`config.mk`:
```
export PLATFORM = sky130hd
export DESIGN_NAME = addressed_frame_receiver
export DESIGN_NICKNAME = d
export VERILOG_FILES = /design/src/sv/afr_pkg.sv /design/src/sv/addressed_frame_receiver.sv
export SDC_FILE = /design/constraint.sdc
export NUM_CORES = 1
export LEC_CHECK = 0
export ABC_AREA = 1
export ABC_CLOCK_PERIOD_IN_PS = 3600
export BUFFER_PORTS_ARGS = -buffer_cell sky130_fd_sc_hd__clkbuf_2
export CORE_AREA = 3 3 192 194
export CTS_BUF_LIST = sky130_fd_sc_hd__clkbuf_16
export CTS_CLUSTER_SIZE = 8
export DETAILED_ROUTE_END_ITERATION = 6
export DIE_AREA = 0 0 195 197
export MAX_ROUTING_LAYER = met4
export PLACE_DENSITY = 0.62
export SYNTH_ARGS = -nofsm -noshare
export SYNTH_HDL_FRONTEND = slang
export SYNTH_SLANG_ARGS = --single-unit
export TNS_END_PERCENT = 1
```
`constraint.sdc`:
```
create_clock -name clock -period 3.6 [get_ports clock]
set_input_delay 0.72 -clock clock [delete_from_list [all_inputs] [get_ports clock]]
set_output_delay 0.72 -clock clock [all_outputs]
set_load 0.01 [all_outputs]
```
`src/sv/afr_pkg.sv`:
```
// Shared types and constants for the addressed frame receiver.
// Holds the request and response word structs, frame position codes and
// configuration register indexes. No dependencies.
package afr_pkg;

   localparam int ByteW   = 8;
   localparam int NibbleW = 4;
   localparam int PosW    = 5;
   localparam int CsrIdxW = 2;

   // Longest frame: marker, address, length/command, payload, checksum.
   localparam int MaxFrameDefault = 19;

   // Frame position codes.
   localparam logic [PosW-1:0] PosHunt    = 5'd0;
   localparam logic [PosW-1:0] PosAddr    = 5'd1;
   localparam logic [PosW-1:0] PosLen     = 5'd2;
   localparam logic [PosW-1:0] PosPayload = 5'd3;

   // Bytes of a frame that are not payload.
   localparam logic [PosW-1:0] FrameOverhead = 5'd4;

   typedef enum logic [CsrIdxW-1:0] {
      CsrModuleAddress = 2'd0,
      CsrGroupAddress  = 2'd1,
      CsrGroupLeader   = 2'd2,
      CsrStartMarker   = 2'd3
   } csr_index_type;

   typedef struct packed {
      logic [ByteW-1:0] rx_byte;
      logic             chain_in_active;
   } req_payload_type;

   typedef struct packed {
      logic [NibbleW-1:0] command_code;
      logic               checksum_ok;
      logic               report_status;
      logic [ByteW-1:0]   payload_byte;
      logic               payload_valid;
      logic               last_item;
   } rsp_payload_type;

endpackage

```
`src/sv/addressed_frame_receiver.sv`:
```
// Addressed frame receiver: frame parser, payload banks and response run.
// Depends on afr_pkg for word structs, position codes and register indexes.
//
// Takes one received byte per cycle, also while hunting for the marker and for
// dropped bytes, and frames packets of the form marker, address, length/command,
// payload, additive checksum. When the checksum byte of an addressed frame
// arrives, the payload goes out as a run of one response word per cycle
// while rsp_ready is high (a single word for an empty payload), read
// from one of two payload banks, so the next frame fills the other bank while
// the run drains. The first word of a run is presented the cycle after the
// checksum byte is taken. Any byte that arrives at the checksum position,
// including one dropped under the chain pin, waits at the request port while
// the previous run is still being drained, and is taken no earlier than the
// cycle after the last word of that run is taken; all other bytes are taken
// at once. Payload banks need no clearing pass and are usable right after reset.
module addressed_frame_receiver #(
   parameter int MAX_FRAME = afr_pkg::MaxFrameDefault
) (
   input  logic                            clock,
   input  logic                            reset,

   input  logic                            req_valid,
   output logic                            req_ready,
   input  afr_pkg::req_payload_type        req_data,

   output logic                            rsp_valid,
   input  logic                            rsp_ready,
   output afr_pkg::rsp_payload_type        rsp_data,

   input  logic                            csr_valid,
   output logic                            csr_ready,
   input  logic [afr_pkg::CsrIdxW-1:0]     csr_index,
   input  logic [afr_pkg::ByteW-1:0]       csr_data
);

   localparam int StoreDepth = (MAX_FRAME > 5) ? (MAX_FRAME - 4) : 1;
   localparam int IdxW       = (StoreDepth > 1) ? $clog2(StoreDepth) : 1;
   localparam logic [afr_pkg::PosW-1:0] MaxFrameCode = afr_pkg::PosW'(MAX_FRAME);

   // Configuration registers
   logic [afr_pkg::ByteW-1:0] module_address_ff;
   logic [afr_pkg::ByteW-1:0] group_address_ff;
   logic                      group_leader_ff;
   logic [afr_pkg::ByteW-1:0] start_marker_ff;

   // Parser state
   logic [afr_pkg::PosW-1:0]  pos_ff, pos_in;
   logic [afr_pkg::PosW-1:0]  total_ff, total_in;
   logic [afr_pkg::ByteW-1:0] addr_ff, addr_in;
   logic [afr_pkg::ByteW-1:0] lencmd_ff, lencmd_in;
   logic [afr_pkg::ByteW-1:0] sum_ff, sum_in;
   logic                      wr_bank_ff, wr_bank_in;

   // Payload banks
   logic [afr_pkg::ByteW-1:0] store_ff [2][StoreDepth];

   // Response run
   logic                        run_busy_ff, run_busy_in;
   logic                        run_bank_ff, run_bank_in;
   logic [afr_pkg::NibbleW-1:0] run_idx_ff, run_idx_in;
   logic [afr_pkg::NibbleW-1:0] run_last_ff, run_last_in;
   logic                        run_nonempty_ff, run_nonempty_in;
   logic [afr_pkg::NibbleW-1:0] run_cmd_ff, run_cmd_in;
   logic                        run_ok_ff, run_ok_in;
   logic                        run_sreq_ff, run_sreq_in;

   logic                        req_fire;
   logic                        rsp_fire;
   logic                        chain_hold;
   logic                        in_payload;
   logic                        frame_done;
   logic                        store_we;
   logic [afr_pkg::PosW-1:0]    store_pos;
   logic [IdxW-1:0]             store_idx;
   logic [afr_pkg::ByteW-1:0]   c;
   logic [afr_pkg::NibbleW-1:0] len_n;
   logic [afr_pkg::ByteW-1:0]   rd_byte;

   assign c          = req_data.rx_byte;
   assign req_fire   = req_valid && req_ready;
   assign rsp_fire   = rsp_valid && rsp_ready;
   assign chain_hold = req_data.chain_in_active && (module_address_ff == '0);
   assign in_payload = (pos_ff >= afr_pkg::PosPayload);
   assign frame_done = in_payload &&
                       (({1'b0, pos_ff} + 6'd1) >= {1'b0, total_ff});
   assign store_pos  = pos_ff - afr_pkg::PosPayload;
   assign store_idx  = store_pos[IdxW-1:0];
   assign len_n      = lencmd_ff[afr_pkg::ByteW-1 -: afr_pkg::NibbleW];

   // Hold the checksum byte until the previous run has drained.
   assign req_ready = !(run_busy_ff && frame_done);
   assign csr_ready = 1'b1;

   always_ff @(posedge clock) begin
      if (reset) begin
         module_address_ff <= '0;
         group_address_ff  <= '1;
         group_leader_ff   <= 1'b0;
         start_marker_ff   <= '0;
      end else if (csr_valid) begin
         unique case (afr_pkg::csr_index_type'(csr_index))
            afr_pkg::CsrModuleAddress: module_address_ff <= csr_data;
            afr_pkg::CsrGroupAddress:  group_address_ff  <= csr_data;
            afr_pkg::CsrGroupLeader:   group_leader_ff   <= csr_data[0];
            afr_pkg::CsrStartMarker:   start_marker_ff   <= csr_data;
            default: ;
         endcase
      end
   end

   // Parser and response run next state
   always_comb begin
      pos_in          = pos_ff;
      total_in        = total_ff;
      addr_in         = addr_ff;
      lencmd_in       = lencmd_ff;
      sum_in          = sum_ff;
      wr_bank_in      = wr_bank_ff;
      store_we        = 1'b0;
      run_busy_in     = run_busy_ff;
      run_bank_in     = run_bank_ff;
      run_idx_in      = run_idx_ff;
      run_last_in     = run_last_ff;
      run_nonempty_in = run_nonempty_ff;
      run_cmd_in      = run_cmd_ff;
      run_ok_in       = run_ok_ff;
      run_sreq_in     = run_sreq_ff;

      // Advance the run on each taken word; drop busy after the last one.
      if (rsp_fire) begin
         if (run_idx_ff == run_last_ff) begin
            run_busy_in = 1'b0;
         end else begin
            run_idx_in = run_idx_ff + 1'b1;
         end
      end

      if (req_fire && !chain_hold) begin
         unique case (pos_ff)
            afr_pkg::PosHunt: begin
               if (c == start_marker_ff) begin
                  pos_in = afr_pkg::PosAddr;
               end
            end
            afr_pkg::PosAddr: begin
               if (c == module_address_ff || c == group_address_ff) begin
                  addr_in = c;
                  sum_in  = c;
                  pos_in  = afr_pkg::PosLen;
               end else begin
                  pos_in = afr_pkg::PosHunt;
               end
            end
            afr_pkg::PosLen: begin
               lencmd_in = c;
               sum_in    = sum_ff + c;
               total_in  = {1'b0, c[afr_pkg::ByteW-1 -: afr_pkg::NibbleW]}
                           + afr_pkg::FrameOverhead;
               if (total_in > MaxFrameCode) begin
                  pos_in = afr_pkg::PosHunt;
               end else begin
                  pos_in = afr_pkg::PosPayload;
               end
            end
            default: begin
               if (frame_done) begin
                  // Hand the filled bank to the run, fill the other one next.
                  pos_in          = afr_pkg::PosHunt;
                  run_busy_in     = 1'b1;
                  run_bank_in     = wr_bank_ff;
                  wr_bank_in      = !wr_bank_ff;
                  run_idx_in      = '0;
                  run_nonempty_in = (len_n != '0);
                  run_last_in     = (len_n != '0) ? len_n - 1'b1 : '0;
                  run_cmd_in      = lencmd_ff[afr_pkg::NibbleW-1:0];
                  run_ok_in       = (sum_ff == c);
                  run_sreq_in     = (addr_ff == module_address_ff) || group_leader_ff;
               end else begin
                  store_we = (store_pos < afr_pkg::PosW'(StoreDepth));
                  sum_in   = sum_ff + c;
                  pos_in   = pos_ff + 1'b1;
               end
            end
         endcase
      end
   end

   always_ff @(posedge clock) begin
      if (reset) begin
         pos_ff      <= afr_pkg::PosHunt;
         total_ff    <= '0;
         addr_ff     <= '0;
         lencmd_ff   <= '0;
         sum_ff      <= '0;
         wr_bank_ff  <= 1'b0;
         run_busy_ff <= 1'b0;
         run_bank_ff <= 1'b0;
      end else begin
         pos_ff      <= pos_in;
         total_ff    <= total_in;
         addr_ff     <= addr_in;
         lencmd_ff   <= lencmd_in;
         sum_ff      <= sum_in;
         wr_bank_ff  <= wr_bank_in;
         run_busy_ff <= run_busy_in;
         run_bank_ff <= run_bank_in;
      end
   end

   always_ff @(posedge clock) begin
      run_idx_ff      <= run_idx_in;
      run_last_ff     <= run_last_in;
      run_nonempty_ff <= run_nonempty_in;
      run_cmd_ff      <= run_cmd_in;
      run_ok_ff       <= run_ok_in;
      run_sreq_ff     <= run_sreq_in;
      if (store_we) begin
         store_ff[wr_bank_ff][store_idx] <= c;
      end
   end

   assign rd_byte = store_ff[run_bank_ff][run_idx_ff[IdxW-1:0]];

   always_comb begin
      rsp_data               = '0;
      rsp_data.command_code  = run_cmd_ff;
      rsp_data.checksum_ok   = run_ok_ff;
      rsp_data.report_status = run_sreq_ff;
      rsp_data.payload_byte  = run_nonempty_ff ? rd_byte : '0;
      rsp_data.payload_valid = run_nonempty_ff;
      rsp_data.last_item     = (run_idx_ff == run_last_ff);
   end

   assign rsp_valid = run_busy_ff;

   // The run never reads the bank that the parser is filling.
   a_bank_split: assert property (@(posedge clock) disable iff (reset)
      run_busy_ff |-> (wr_bank_ff != run_bank_ff))
      else $error("run bank and fill bank coincide");

   a_run_bound: assert property (@(posedge clock) disable iff (reset)
      run_busy_ff |-> (run_idx_ff <= run_last_ff))
      else $error("run index past last item");

   a_run_start: assert property (@(posedge clock) disable iff (reset)
      (req_fire && !chain_hold && frame_done) |=> (run_busy_ff && run_idx_ff == '0))
      else $error("completed frame did not start a run");

   a_run_end: assert property (@(posedge clock) disable iff (reset)
      (rsp_fire && rsp_data.last_item) |=> !run_busy_ff)
      else $error("run still busy after last word");

   a_pos_bound: assert property (@(posedge clock) disable iff (reset)
      pos_ff < MaxFrameCode)
      else $error("frame position beyond longest frame");

endmodule
```
==> metrics.yaml <==
status: "finished, final reports clean"
core_um2: 35400
reg2reg_to: "store_ff[1][41]$_DFFE_PP_"
drive_above_1_share_pct: 12.3
postCtsSetupBuffers: 0
hpwl_um: 24400
cts_hold_buf: 0
first_iter_violations: 898
place.gp.congestion: 0.933
fp.dieArea_um2: 38400
rrSetupSlack_ps: 210
start_kind: "flip-flop"
post-place-cells: 1855
synth_area_um2: 14100
ys_top_cells_by_area: "edfxtp_1, dfxtp_1, nor2_1"
htree_levels: 2
port_buffers: 41
antenna_found_initial: 0
die_x_um: 195
synthCells: 1384
wirelength_um: 38000
placementRows: 69
die_y_um: 197
drv_cap: 0
area_delta_synth_final_pct: 15.1
hold_viol_final: 0
ant_nets: 0
ios: 43
ir_drop_v: 0.000486
synth_seq_area_share_pct: 62.9
layout_commonest_cell: "nor2_1"
drv_slew: 0
cts_resized: 0
syn_nets: 1431
synthArstFlopShare_pct: 0
setup_slack_ps: 197
layout.cells.non_filler: 1928
clk_pin_slew_worst_paths_ps: 60
power_density_nw_per_um2: 668
cts-buffers-inserted: 45
cts_root_buf: "clkbuf_16"
skew_ps: 24.5
viasPerCell: 5.34
worstSetupPathType: "flip-flop to output pin"
layout_common_cells: "nor2_1, edfxtp_1, nand2_1"
power.leakage_uw: 0.00630
postLayoutCellArea_um2: 16200
nets: 1488
antenna_cells: 0
worst_pin_slew_ps: 1040
ys.flop_type: "edfxtp_1"
path_max_fanout: 120
place_ws_ps: 261
synth-seq-cells: 316
start_util_pct: 39.7
cts_buffer_depth: 3
place_area_um2: 14900
period_needed_ps: 3400
critPathArrivalTime_ps: 2680
wire_per_inst_um: 19.7
synth_top_cell_by_area: "edfxtp_1"
p_total_uw: 10800
hp-class: "flip-flop to flip-flop"
max_freq_mhz: 294
cts_tree: "yes"
clk_latency_ps: 540
synth_cell_type_count: 44
timing.final.crit_share_pct: 94.5
hold_start: "lencmd_ff[0]$_SDFFE_PP0P_"
ys_warn_count: 0
critPathRequiredTime_ps: 2880
max_slew_margin_pct: 30.6
r2r_start: "pos_ff[0]$_SDFFE_PP0P_"
clkSinkCount: 316
synth_edf_count: 251
grt_pass1_vias: 10000
holdPathStages: 0
gr-usage-all-layers_pct: 20.0
drt_pass1_iterations: 5
cp-end-kind: "output pin"
grt.overflow.total: 0
synth.top_cell.area_share_pct: 53.6
post-route-util_pct: 45.7
setup_viol: 0
drc: 0
grt_max_degree: 121
rsz0062_at_grt: "true"
grt_pass1_wl_um: 57800
min_to: "run_cmd_ff[0]$_DFFE_PP_"
r2r_cells: 14
syn_area_per_cell_um2: 10.2
via_count: 10300
## state kept, by name, summed over array words and instances (netlist names), 4 cells and up, named ones only
signal / count
total_ff: 5
start_marker_ff: 8
pos_ff: 5
run_idx_ff: 4
sum_ff: 8
store_ff: 240
module_address_ff: 8
addr_ff: 8
run_cmd_ff: 4
lencmd_ff: 6
run_last_ff: 4
group_address_ff: 8
## worst max-delay path by stage
stage	startpoint	to	slack, ps
floorplan	pos_ff[0]$_SDFFE_PP0P_	store_ff[1][24]$_DFFE_PP_	580
global placement	pos_ff[0]$_SDFFE_PP0P_	store_ff[0][34]$_DFFE_PP_	380
detailed placement	pos_ff[0]$_SDFFE_PP0P_	store_ff[0][34]$_DFFE_PP_	260
CTS	pos_ff[0]$_SDFFE_PP0P_	req_ready	210
global route	pos_ff[0]$_SDFFE_PP0P_	store_ff[1][42]$_DFFE_PP_	-20
finish	flip-flop	rsp_data[3]	200
## worst max-delay path, cell delays in order, from the launching register on
cell and delay (ps):
dfxtp_4 430, inv_2 100, buf_12 380, o21ai_0 160, o22ai_1 220, o21ai_0 110, nor2_1 210, nor3_1 110
nor2_1 180, clkbuf_2 160
## cells by family after synthesis
family                     Yosys count  share of synthesized area [%]
and+or+nand+nor                    579                           17.7
DFF                                316                           62.9
AOI/OAI and AO/OA                  277                           10.9
buffers and inverters              159                           4.58
xor gates and xnor gates            29                           1.81
adders and majority gates           23                           2.10
other                                1                         0.0267
## metal layers
metal  track usage [%]  part of all wire [%]  up-vias
met2              32.2                    48      397
met1              26.1                    43     4954
met5                 -                     0        -
met3              3.26                   7.1       77
li1                  -                     -     4876
met4              6.81                   2.9        0
## Yosys cell counts, types with 9 or more instances
library cell	number
o21ai_0	169
a21oi_1	39
dfxtp_1	65
inv_1	80
o221ai_1	9
nor3_1	20
nand3_1	41
xor2_1	9
nand4_1	10
xnor2_1	20
edfxtp_1	251
nor2_1	270
buf_2	9
clkbuf_1	56
nand2_1	192
ha_1	22
nand2_4	11
o211ai_1	14
nor2_2	20
o22ai_1	37
## through the flow
step	TNS, ps	hold WS [ps]
3_3_place_gp	0	412
6_report	0	430
3_5_place_dp	0	414
5_1_grt	-215	440
2_1_floorplan	0	403
4_1_cts	0	422
## area by class of cell
class	instances	area, µm²
clock inverter	26	104
multi-input combinational	909	4590
fill	3324	19200
sequential	316	8840
clock buffer	47	1180
tap	461	577
inverter	87	327
timing repair buffer	82	551
## power breakdown
| part | leakage (µW) | total [µW] | switching (µW) | internal, µW |
|---|---|---|---|---|
| clock network | 0.000715 | 3770 | 1460 | 2310 |
| logic | 0.00279 | 2800 | 1930 | 874 |
| registers | 0.00279 | 4230 | 124 | 4110 |
| total | 0.00630 | 10800 | 3510 | 7280 |
Power figures use the tool's default switching activity.
